<file path="src/hdl/cau_pkg.sv">
// Shared constants and types of the Coriolis acceleration unit.
`default_nettype none
package cau_pkg;

  // Field widths of the channels.
  localparam int VEL_W      = 28;
  localparam int ACC_W      = 32;
  localparam int CFG_IDX_W  = 2;
  localparam int CFG_DATA_W = 32;
  localparam int LAT_W      = 24;
  localparam int AZ_W       = 25;
  localparam int ANG_W      = 26;

  // Fixed-point formats.
  localparam int VELOCITY_FRACTION_BITS = 16;
  localparam int TRIG_FRACTION_BITS_DEF = 16;

  // Register indexes of the configuration port.
  localparam logic [CFG_IDX_W-1:0] REG_ENABLE   = 2'd0;
  localparam logic [CFG_IDX_W-1:0] REG_LATITUDE = 2'd1;
  localparam logic [CFG_IDX_W-1:0] REG_AZIMUTH  = 2'd2;

  // Angle constants in units of 1/65536 degree.
  localparam int FULL_TURN    = 23592960;
  localparam int QUARTER_TURN = 5898240;

  // Degrees (2^-16) to radians (Q30), scaled by 2^24.
  localparam logic [32:0] DEG_TO_RAD_Q = 33'd4797524517;
  // Twice Earth's rotation rate scaled by 2^44.
  localparam logic signed [33:0] TWO_OMEGA_Q = 34'sd2565684875;
  localparam int SERIES_TERMS = 10;

  // Request to the sine and cosine sequencer.
  typedef struct packed {
    logic                    start;
    logic signed [ANG_W-1:0] angle;
  } trig_req_t;

  // Status of the sine and cosine sequencer.
  typedef struct packed {
    logic busy;
    logic done;
  } trig_stat_t;

endpackage
`default_nettype wire

</file>
<file path="src/hdl/cau_trig.sv">
// Sequencer that works out the sine and cosine of one angle by a Taylor series.
`default_nettype none
module cau_trig import cau_pkg::*; #(
  parameter int TRIG_FRACTION_BITS = TRIG_FRACTION_BITS_DEF
) (
  input  logic                                 clk,
  input  logic                                 rst_n,
  input  trig_req_t                            req,
  output trig_stat_t                           stat,
  output logic signed [TRIG_FRACTION_BITS+1:0] sin_o,
  output logic signed [TRIG_FRACTION_BITS+1:0] cos_o
);

  localparam int TW  = TRIG_FRACTION_BITS + 2;
  localparam int RSH = 30 - TRIG_FRACTION_BITS;

  localparam logic [3:0] ST_IDLE   = 4'd0;
  localparam logic [3:0] ST_REDUCE = 4'd1;
  localparam logic [3:0] ST_XMUL   = 4'd2;
  localparam logic [3:0] ST_X2MUL  = 4'd3;
  localparam logic [3:0] ST_SMUL   = 4'd4;
  localparam logic [3:0] ST_SDIV   = 4'd5;
  localparam logic [3:0] ST_CMUL   = 4'd6;
  localparam logic [3:0] ST_CDIV   = 4'd7;
  localparam logic [3:0] ST_FIN    = 4'd8;
  localparam logic [3:0] ST_SFIX   = 4'd9;
  localparam logic [3:0] ST_CFIX   = 4'd10;

  localparam logic signed [ANG_W:0] FULL_S = (ANG_W+1)'(FULL_TURN);
  localparam logic [24:0] Q1 = 25'(QUARTER_TURN);
  localparam logic [24:0] Q2 = 25'(2 * QUARTER_TURN);
  localparam logic [24:0] Q3 = 25'(3 * QUARTER_TURN);
  localparam logic [31:0] ONE_Q30 = 32'h4000_0000;

  logic [3:0]              state_r;
  logic signed [ANG_W-1:0] ang_r;
  logic [1:0]              quad_r;
  logic [63:0]             mul_a_r;
  logic [31:0]             mul_b_r;
  logic [63:0]             acc_r;
  logic [31:0]             x2_r;
  logic [31:0]             st_r;
  logic [31:0]             ct_r;
  logic signed [33:0]      ssum_r;
  logic signed [33:0]      csum_r;
  logic [3:0]              k_r;
  logic [31:0]             dvd_r;
  logic [31:0]             qe_r;
  logic                    done_r;

  // Series divisors (2k)(2k+1) for sine and (2k-1)(2k) for cosine.
  function automatic logic [8:0] div_sin(input logic [3:0] k);
    case (k)
      4'd1:    div_sin = 9'd6;
      4'd2:    div_sin = 9'd20;
      4'd3:    div_sin = 9'd42;
      4'd4:    div_sin = 9'd72;
      4'd5:    div_sin = 9'd110;
      4'd6:    div_sin = 9'd156;
      4'd7:    div_sin = 9'd210;
      4'd8:    div_sin = 9'd272;
      4'd9:    div_sin = 9'd342;
      4'd10:   div_sin = 9'd420;
      default: div_sin = 9'd1;
    endcase
  endfunction

  function automatic logic [8:0] div_cos(input logic [3:0] k);
    case (k)
      4'd1:    div_cos = 9'd2;
      4'd2:    div_cos = 9'd12;
      4'd3:    div_cos = 9'd30;
      4'd4:    div_cos = 9'd56;
      4'd5:    div_cos = 9'd90;
      4'd6:    div_cos = 9'd132;
      4'd7:    div_cos = 9'd182;
      4'd8:    div_cos = 9'd240;
      4'd9:    div_cos = 9'd306;
      4'd10:   div_cos = 9'd380;
      default: div_cos = 9'd1;
    endcase
  endfunction

  // Reciprocals floor(2^32 / d) of the series divisors.
  function automatic logic [31:0] rcp_sin(input logic [3:0] k);
    case (k)
      4'd1:    rcp_sin = 32'd715827882;
      4'd2:    rcp_sin = 32'd214748364;
      4'd3:    rcp_sin = 32'd102261126;
      4'd4:    rcp_sin = 32'd59652323;
      4'd5:    rcp_sin = 32'd39045157;
      4'd6:    rcp_sin = 32'd27531841;
      4'd7:    rcp_sin = 32'd20452225;
      4'd8:    rcp_sin = 32'd15790320;
      4'd9:    rcp_sin = 32'd12558383;
      4'd10:   rcp_sin = 32'd10226112;
      default: rcp_sin = 32'd0;
    endcase
  endfunction

  function automatic logic [31:0] rcp_cos(input logic [3:0] k);
    case (k)
      4'd1:    rcp_cos = 32'd2147483648;
      4'd2:    rcp_cos = 32'd357913941;
      4'd3:    rcp_cos = 32'd143165576;
      4'd4:    rcp_cos = 32'd76695844;
      4'd5:    rcp_cos = 32'd47721858;
      4'd6:    rcp_cos = 32'd32537631;
      4'd7:    rcp_cos = 32'd23598721;
      4'd8:    rcp_cos = 32'd17895697;
      4'd9:    rcp_cos = 32'd14035840;
      4'd10:   rcp_cos = 32'd11302545;
      default: rcp_cos = 32'd0;
    endcase
  endfunction

  // Clamp a Q30 sum to [0, 1] and round it to the trig format.
  function automatic logic signed [TW-1:0] to_trig(input logic signed [33:0] v);
    logic [30:0] c;
    logic [31:0] r;
    if (v < 0) begin
      c = '0;
    end else if (v > 34'sd1073741824) begin
      c = 31'h4000_0000;
    end else begin
      c = v[30:0];
    end
    r = {1'b0, c} + (32'd1 << (RSH - 1));
    to_trig = TW'(r >> RSH);
  endfunction

  // Angle reduction into a quadrant and a rest below a quarter turn.
  logic signed [ANG_W:0] ang_ext;
  logic signed [ANG_W:0] ang_red;
  logic [24:0]           ang_pos;
  logic [1:0]            quad;
  logic [24:0]           frac;

  assign ang_ext = {ang_r[ANG_W-1], ang_r};

  always_comb begin
    if (ang_r < 0) begin
      ang_red = ang_ext + FULL_S;
    end else if (ang_ext >= FULL_S) begin
      ang_red = ang_ext - FULL_S;
    end else begin
      ang_red = ang_ext;
    end
    ang_pos = ang_red[24:0];
    if (ang_pos >= Q3) begin
      quad = 2'd3;
      frac = ang_pos - Q3;
    end else if (ang_pos >= Q2) begin
      quad = 2'd2;
      frac = ang_pos - Q2;
    end else if (ang_pos >= Q1) begin
      quad = 2'd1;
      frac = ang_pos - Q1;
    end else begin
      quad = 2'd0;
      frac = ang_pos;
    end
  end

  // The reciprocal estimate is at most one below the true quotient; one
  // compare against the next multiple of the divisor corrects it.
  logic [8:0]  divisor;
  logic [40:0] next_mult;
  logic        qbit;
  logic [31:0] quo;

  assign divisor   = (state_r == ST_SFIX) ? div_sin(k_r) : div_cos(k_r);
  assign next_mult = 41'(qe_r) * 41'(divisor) + 41'(divisor);
  assign qbit      = ({9'd0, dvd_r} >= next_mult);
  assign quo       = qe_r + 32'(qbit);

  // Results of the shift-add multiplier.
  logic        mul_done;
  logic [63:0] acc_step;
  logic [31:0] x_round;
  logic [31:0] prod_q30;

  assign mul_done = (mul_b_r == '0);
  assign acc_step = mul_b_r[0] ? (acc_r + mul_a_r) : acc_r;
  assign x_round  = 32'((acc_r + 64'h80_0000) >> 24);
  assign prod_q30 = acc_r[61:30];

  // Quadrant mapping of the rounded results.
  logic signed [TW-1:0] s_rnd;
  logic signed [TW-1:0] c_rnd;

  assign s_rnd = to_trig(ssum_r);
  assign c_rnd = to_trig(csum_r);

  // Control of the sequencer.
  always_ff @(posedge clk) begin
    if (!rst_n) begin
      state_r <= ST_IDLE;
      done_r  <= 1'b0;
    end else begin
      done_r <= 1'b0;
      case (state_r)
        ST_IDLE: begin
          if (req.start) begin
            state_r <= ST_REDUCE;
          end
        end
        ST_REDUCE: state_r <= ST_XMUL;
        ST_XMUL: begin
          if (mul_done) begin
            state_r <= ST_X2MUL;
          end
        end
        ST_X2MUL: begin
          if (mul_done) begin
            state_r <= ST_SMUL;
          end
        end
        ST_SMUL: begin
          if (mul_done) begin
            state_r <= ST_SDIV;
          end
        end
        ST_SDIV: begin
          if (mul_done) begin
            state_r <= ST_SFIX;
          end
        end
        ST_SFIX: state_r <= ST_CMUL;
        ST_CMUL: begin
          if (mul_done) begin
            state_r <= ST_CDIV;
          end
        end
        ST_CDIV: begin
          if (mul_done) begin
            state_r <= ST_CFIX;
          end
        end
        ST_CFIX: begin
          state_r <= (k_r == 4'(SERIES_TERMS)) ? ST_FIN : ST_SMUL;
        end
        ST_FIN: begin
          state_r <= ST_IDLE;
          done_r  <= 1'b1;
        end
        default: state_r <= ST_IDLE;
      endcase
    end
  end

  // Datapath of the sequencer.
  always_ff @(posedge clk) begin
    case (state_r)
      ST_IDLE: begin
        if (req.start) begin
          ang_r <= req.angle;
        end
      end
      ST_REDUCE: begin
        quad_r  <= quad;
        mul_a_r <= 64'(DEG_TO_RAD_Q);
        mul_b_r <= 32'(frac);
        acc_r   <= '0;
      end
      ST_XMUL, ST_X2MUL, ST_SMUL, ST_SDIV, ST_CMUL, ST_CDIV: begin
        if (!mul_done) begin
          acc_r   <= acc_step;
          mul_a_r <= {mul_a_r[62:0], 1'b0};
          mul_b_r <= {1'b0, mul_b_r[31:1]};
        end else if (state_r == ST_XMUL) begin
          // Radians in Q30, then its square.
          mul_a_r <= 64'(x_round);
          mul_b_r <= x_round;
          acc_r   <= '0;
          st_r    <= x_round;
          ssum_r  <= 34'(x_round);
        end else if (state_r == ST_X2MUL) begin
          x2_r    <= prod_q30;
          ct_r    <= ONE_Q30;
          csum_r  <= 34'(ONE_Q30);
          k_r     <= 4'd1;
          mul_a_r <= 64'(st_r);
          mul_b_r <= prod_q30;
          acc_r   <= '0;
        end else if (state_r == ST_SMUL || state_r == ST_CMUL) begin
          // Divide by the series divisor as a multiply by its reciprocal.
          dvd_r   <= prod_q30;
          mul_a_r <= 64'(prod_q30);
          mul_b_r <= (state_r == ST_SMUL) ? rcp_sin(k_r) : rcp_cos(k_r);
          acc_r   <= '0;
        end else begin
          qe_r <= acc_r[63:32];
        end
      end
      ST_SFIX: begin
        st_r    <= quo;
        ssum_r  <= k_r[0] ? (ssum_r - 34'(quo)) : (ssum_r + 34'(quo));
        mul_a_r <= 64'(ct_r);
        mul_b_r <= x2_r;
        acc_r   <= '0;
      end
      ST_CFIX: begin
        ct_r    <= quo;
        csum_r  <= k_r[0] ? (csum_r - 34'(quo)) : (csum_r + 34'(quo));
        k_r     <= k_r + 4'd1;
        mul_a_r <= 64'(st_r);
        mul_b_r <= x2_r;
        acc_r   <= '0;
      end
      ST_FIN: begin
        case (quad_r)
          2'd0: begin
            sin_o <= s_rnd;
            cos_o <= c_rnd;
          end
          2'd1: begin
            sin_o <= c_rnd;
            cos_o <= -s_rnd;
          end
          2'd2: begin
            sin_o <= -s_rnd;
            cos_o <= -c_rnd;
          end
          default: begin
            sin_o <= -c_rnd;
            cos_o <= s_rnd;
          end
        endcase
      end
      default: begin
      end
    endcase
  end

  assign stat.busy = (state_r != ST_IDLE);
  assign stat.done = done_r;

endmodule
`default_nettype wire

</file>
<file path="config.mk">
export PLATFORM = sky130hd
export DESIGN_NAME = cau_trig
export DESIGN_NICKNAME = d
export VERILOG_FILES = /design/src/hdl/cau_pkg.sv /design/src/hdl/cau_trig.sv
export SDC_FILE = /design/constraint.sdc
export NUM_CORES = 2
export LEC_CHECK = 0
export ABC_AREA = 1
export BUFFER_PORTS_ARGS = -buffer_cell sky130_fd_sc_hd__buf_2
export CAP_MARGIN = 20
export CORE_UTILIZATION = 48
export DETAILED_ROUTE_END_ITERATION = 12
export MAX_ROUTING_LAYER = met4
export PLACE_DENSITY = 0.74
export REMOVE_ABC_BUFFERS = 1
export SYNTH_ARGS = -nofsm -noshare
export SYNTH_HDL_FRONTEND = slang
export SYNTH_SLANG_ARGS = --single-unit
</file>
<file path="constraint.sdc">
create_clock -name clk -period 17.5 [get_ports clk]
set_input_delay 4.375 -clock clk [delete_from_list [all_inputs] [get_ports clk]]
set_output_delay 4.375 -clock clk [all_outputs]
set_load 0.005 [all_outputs]
</file>
# After elaboration in Yosys (flattened, before gate mapping)
# Memory sizes are Yosys's and may differ from the RTL's. A register that Yosys moved wholly into a read port is not among the register bits.
# Index checks and enable logic that the tools add are counted.
[op_classes]
n_lt_le_gt_ge = 10
shifts = 0
div_mod_pow = 0
n_eq_ne = 26
n_bitwise = 3
n_reduce_logical = 24
n_mul = 1
mux = 65
add_sub_neg = 18
[ops]
columns = ["cell", "count"]
rows = [
  ["2-to-1 mux 64 bit", 9],
  ["2-to-1 mux 32 bit", 10],
  ["one-hot mux 64 bit (4 select lines)", 1],
  ["2-to-1 mux 34 bit", 7],
  ["one-hot mux 34 bit (2 select lines)", 2],
  ["one-hot mux 32 bit (2 select lines)", 2],
  ["one-hot mux 64 bit (2 select lines)", 1],
  ["2-to-1 mux 25 bit", 5],
  ["2-to-1 mux 31 bit", 4],
  ["one-hot mux 18 bit (3 select lines)", 2],
  ["one-hot mux 32 bit (3 select lines)", 1],
  ["adder 34 x 32 -> 34 bit", 2],
  ["> comparator 34 x 32 -> 1 bit, second input constant", 2],
  ["less-than comparator 34 x 1 -> 1 bit, second input constant", 2],
  ["subtractor 34 x 32 -> 34 bit", 2],
  ["adder 31 x 14 -> 32 bit, second input constant", 2],
  ["adder 64 bit", 1],
  ["2-to-1 mux 4 bit", 15],
  ["adder 56 x 24 -> 56 bit, second input constant", 1],
  ["subtractor 25 bit, second input constant", 2],
  ["adder 41 x 9 -> 41 bit", 1],
  [">= comparator 32 x 41 -> 1 bit", 1],
  ["multiplier 32 x 9 -> 41 bit", 1],
  ["one-hot mux 4 bit (10 select lines)", 1],
  ["39 further kinds", 70],
]
[word_totals]
word_cells = 169
latchBits = 0
mem_bits_ro = 1232
output_inout_bits = 38
reg_bits = 461
mem_count = 4
ramBits = 0
[mem_list]
columns = ["memory", "words", "word_bits", "read_ports", "rd_ports_with_merged_regs", "write_ports", "line", "rtl"]
rows = [
  ["(no name shown)", 16, 30, 1, 1, 0, "cau_trig.sv:102", "case (k)"],
  ["(no name shown)", 16, 29, 1, 1, 0, "cau_trig.sv:86", "case (k)"],
  ["(no name shown)", 16, 9, 1, 1, 0, "cau_trig.sv:69", "case (k)"],
  ["(no name shown)", 16, 9, 1, 1, 0, "cau_trig.sv:53", "case (k)"],
]

# Depth between registers and ports, before layout
[logic_depth]
ltp_word = 9
mapped_depth = 77
mapped_depth_nobuf = 75

# Least setup slack after synthesis
# No wires, ideal clock.
[synth_timing]
path_kind = "register to register"
startpoint = "reg state_r[0]"
endpoint = "reg ssum_r[31] (data pin)"
t_arrival_ns = 11.062
stages_incl_launch_ff = 75
n_path_buf = 3
setup_ns = 0.253
required_ns = 17.247
setup_slack_ns = 6.185
synth_period_minus_slack_ns = 11.315
path_cell_list = "dfxtp_1 > clkbuf_1 > inv_1 > nor2_1 > inv_1 > nor2_1 > clkbuf_1 > or2_2 > o21ai_0 > inv_1 > clkbuf_1 > nand2_1 > fa_1 > inv_1 > fa_1 > fa_1 > fa_1 > inv_1 > [... 39 more ...] > nor2_1 > nand4_1 > o21ai_0 > inv_1 > a21oi_1 > o21a_1 > nand2_1 > xor2_1 > ha_1 > nand2_1 > nor2_1 > inv_1 > nor3_1 > nand3_1 > nand3_1 > nand2_1 > nand3_1 > nand2_1"
[synth_via]
elab_chain_cells = 9
[synth_rtl]
columns = ["item", "line", "rtl"]
rows = [
  ["from (decl)", "cau_trig.sv:35", "logic [3:0] state_r;"],
  ["from (signal assigned)", "cau_trig.sv:241", "state_r <= (k_r == 4'(SERIES_TERMS)) ? ST_FIN : ST_SMUL;"],
  ["equality test 4 bit", "cau_trig.sv:172, cau_trig.sv:254", ""],
  ["2-to-1 mux 9 bit", "cau_trig.sv:172", "assign divisor = (state_r == ST_SFIX) ? div_sin(k_r) : div_cos(k_r);"],
  ["multiplier 32 x 9 -> 41 bit", "cau_trig.sv:173", "assign next_mult = 41'(qe_r) * 41'(divisor) + 41'(divisor);"],
  ["adder 41 x 9 -> 41 bit", "cau_trig.sv:173", ""],
  [">= comparator 32 x 41 -> 1 bit", "cau_trig.sv:174", "assign qbit = ({9'd0, dvd_r} >= next_mult);"],
  ["adder 32 x 1 -> 32 bit", "cau_trig.sv:175", "assign quo = qe_r + 32'(qbit);"],
  ["adder 34 x 32 -> 34 bit or subtractor 34 x 32 -> 34 bit (tied branches)", "cau_trig.sv:298", "ssum_r <= k_r[0] ? (ssum_r - 34'(quo)) : (ssum_r + 34'(quo));"],
  ["2-to-1 mux 34 bit", "cau_trig.sv:298", ""],
  ["one-hot mux 34 bit (2 select lines) *", "cau_trig.sv:254", "case (state_r)"],
  ["to (signal assigned)", "cau_trig.sv:277", "ssum_r <= 34'(x_round);"],
  ["to (signal assigned)", "cau_trig.sv:298", ""],
  ["to (decl)", "cau_trig.sv:44", "logic signed [33:0] ssum_r;"],
]
# Every way passes the cells marked *; elsewhere a longest branch is shown, timed or not.
# A chain may end at the register's enable or synchronous reset.

# Worst setup path in the final report
[layout_timing]
startpoint = "reg state_r[0]"
endpoint = "reg csum_r[33] (data pin)"
[layout_via]
elab_chain_cells = 9
[layout_rtl]
columns = ["item", "line", "rtl"]
rows = [
  ["equality test 4 bit", "cau_trig.sv:172", ""],
  ["2-to-1 mux 9 bit", "cau_trig.sv:172", ""],
  ["multiplier 32 x 9 -> 41 bit", "cau_trig.sv:173", ""],
  ["adder 41 x 9 -> 41 bit", "cau_trig.sv:173", ""],
  [">= comparator 32 x 41 -> 1 bit", "cau_trig.sv:174", ""],
  ["adder 32 x 1 -> 32 bit", "cau_trig.sv:175", ""],
  ["adder 34 x 32 -> 34 bit or subtractor 34 x 32 -> 34 bit (tied branches)", "cau_trig.sv:305", "csum_r <= k_r[0] ? (csum_r - 34'(quo)) : (csum_r + 34'(quo));"],
  ["2-to-1 mux 34 bit", "cau_trig.sv:305", ""],
  ["one-hot mux 34 bit (2 select lines) *", "cau_trig.sv:254", ""],
  ["to (signal assigned)", "cau_trig.sv:281", "csum_r <= 34'(ONE_Q30);"],
  ["to (signal assigned)", "cau_trig.sv:305", ""],
  ["to (decl)", "cau_trig.sv:45", "logic signed [33:0] csum_r;"],
]
# Marked as above.

==> reports/metrics.cfg <==
[run_status]
status=finished, final reports clean

[synthesis]
ys.flop_type=edfxtp_1
synth_common_cells=1266 x nand2_1, 715 x inv_1, 713 x nor2_1
synth.avg_cell_area_um2=7.89
synth-edff-count=456
asyncSetResetFlopFracSynth_pct=0
synth_top_area_share_pct=30.9
ys_ff_latch=532
synth_top_area_cell=edfxtp_1
mappedNetlistArea_mm2=0.0444
yosysSeqAreaShare_pct=34.3
yosysWarnings=0
synth_top_cells_by_area=edfxtp_1 31%, nand2_1 11%, fa_1 9.9%, ha_1 7.7%, inv_1 6.1%
synthCells=5622
yosysMostFrequentCell=nand2_1
synth_cell_types=64

[critical_path]
crit_path_start_kind=flop
crit_top_cell=nand2_1
endpoint_kind=flop
cpPeakStageDelay_ns=1.05
crit_slowest_cell=clkinv_1
cp.required_ns=17.86
arrival_ns=15.43
path_max_fanout=66
worstSetupPathType=reg2reg

[grt]
grt_first_pass_wirelength_um=232000
first_global_vias=39400
grt_max_degree=78
antenna_found_initial=4
grt_use_total_pct=33.5
grt_overflow_total=0

[layout]
postLayoutCoreUtil_pct=52.9
nFillCells=8567
drive_gt1_share_pct=7.17
final_nets=6188
instances_no_fill=6911
area_growth_syn_to_layout_pct=9.06

[detailed_routing]
firstDrtPassIters=6
viasPerCell=5.97
drt-initial-drc-count=5235
routed_wl_um=154000
wire_per_inst_um=22.3
detail-route-antenna-nets=0
post-route-drc-count=0
vias=41300

[place]
place_ws_ns=2.87
dp_hpwl_um=117000
io_buffers=66
gp_congestion=1.00
dpl.cell_count=6785

[floorplanning]
die_y_um=306
core_region_area_mm2=0.0915
die_w_um=306
rows=111
dieArea_mm2=0.0936
io-pin-count=67
start_util_pct=48.5

[clock_tree]
insertion_delay_ns=0.65
cts_hold_buffers=0
htree_num_levels=3
cts_setup_buffers=0
cts_buffers=66
root_buffer=clkbuf_16
cts_tree=done
cts_buffer_depth=3
ctsResizeCount=0
cts.sinks=532
clk_pin_slew_ns=0.06

[run]
cap_viol_max_count=0

[timing]
tightest_slew_ns=1.06
final.setup.tns_ns=0
rsz0062_at_grt=false
maxSlewViolCount=0
fin_crit_ns=15.06
period_share_pct=86.1
max-slew-margin-rel_pct=28.9
hold_violations=0
setup_violations=0
finClkSkew_ns=0.0396
worst_slack_ns=2.44
max_freq_ghz=0.0664

[power]
power.total_mw=7.29
leakage_nw=21.8
vdd_drop_max_uv=161
p_per_area_mw_per_mm2=151

[worst_hold_path]
hp-class=reg2reg

per-stage QoR:
stage	area, µm²	hold slack [ns]
detailed placement	46100	0.454
global placement	46100	0.445
CTS	48300	0.467
floorplan	43800	0.431
global route	48400	0.478
finish	48400	0.462
per-layer routing:
| metal | vias up | GRT usage [%] | wire length, µm |
|---|---|---|---|
| met5 | - | - | 0 |
| met4 | 0 | 16.2 | 8440 |
| met3 | 461 | 7.00 | 17000 |
| met2 | 2404 | 51.1 | 68800 |
| met1 | 19500 | 42.5 | 60000 |
| li1 | 19000 | - | - |
power by group:
part	leakage (nW)	switching, mW	internal, mW
Clock	1.07	0.608	0.846
Combinational	15.9	2.49	1.05
Sequential	4.81	0.342	1.95
final cells by class:
type / instances / area, µm² / area share, %
clock buffer: 79 / 1760 / 3.64
antenna: 6 / 15.0 / 0.0310
inverter: 744 / 2790 / 5.77
tap: 1186 / 1480 / 3.07
clock inverter: 40 / 469 / 0.970
sequential: 532 / 15200 / 31.5
timing repair buffer: 125 / 793 / 1.64
multi-input combinational: 4199 / 25800 / 53.4
kinds of logic (layout without fill, tap and decap cells):
logic type | after synthesis | count (layout) | synth area share, %
adder cells (fa/ha/maj) | 491 | 491 | 17.6
XOR/XNOR | 134 | 134 | 2.65
other | 0 | 6 | 0
AO/OA/AOI/OAI | 974 | 974 | 12.7
buffers and inverters | 891 | 988 | 7.65
flip-flops | 532 | 532 | 34.3
AND/OR/NAND/NOR | 2600 | 2600 | 25.1
cell usage in the layout (no fill, tap or decap), drive strengths merged, types with 97 or more instances in the layout:
| master | netlist | final |
|---|---|---|
| buf | 26 | 125 |
| xor2 | 97 | 97 |
| nand4 | 106 | 106 |
| inv | 729 | 734 |
| ha | 272 | 272 |
| edfxtp | 456 | 456 |
| fa | 219 | 219 |
| o21ai | 351 | 351 |
| nand3 | 279 | 279 |
| nor2 | 745 | 745 |
| a21oi | 348 | 348 |
| nand2 | 1324 | 1324 |
path summary, 6_finish.rpt:
path	start	end	cells after the start	slack (ns)
setup / recovery	state_r[0]	csum_r[33]	68	2.44
hold / removal	acc_r[62]	qe_r[30]	0	0.46
setup reg to reg	state_r[0]	csum_r[33]	68	2.44
hold reg to reg	acc_r[62]	qe_r[30]	0	0.46
worst max-delay path, delay by kind of cell (launching register included):
kind                     cells  cell delay (ns)
AND/OR/NAND/NOR             40             4.78
buffers and inverters        6             2.29
XOR/XNOR                     2             0.25
flip-flops                   1             0.49
adder cells (fa/ha/maj)     10             4.02
AO/OA/AOI/OAI               10             2.92
Note: power is estimated with default switching activity, not from simulation.
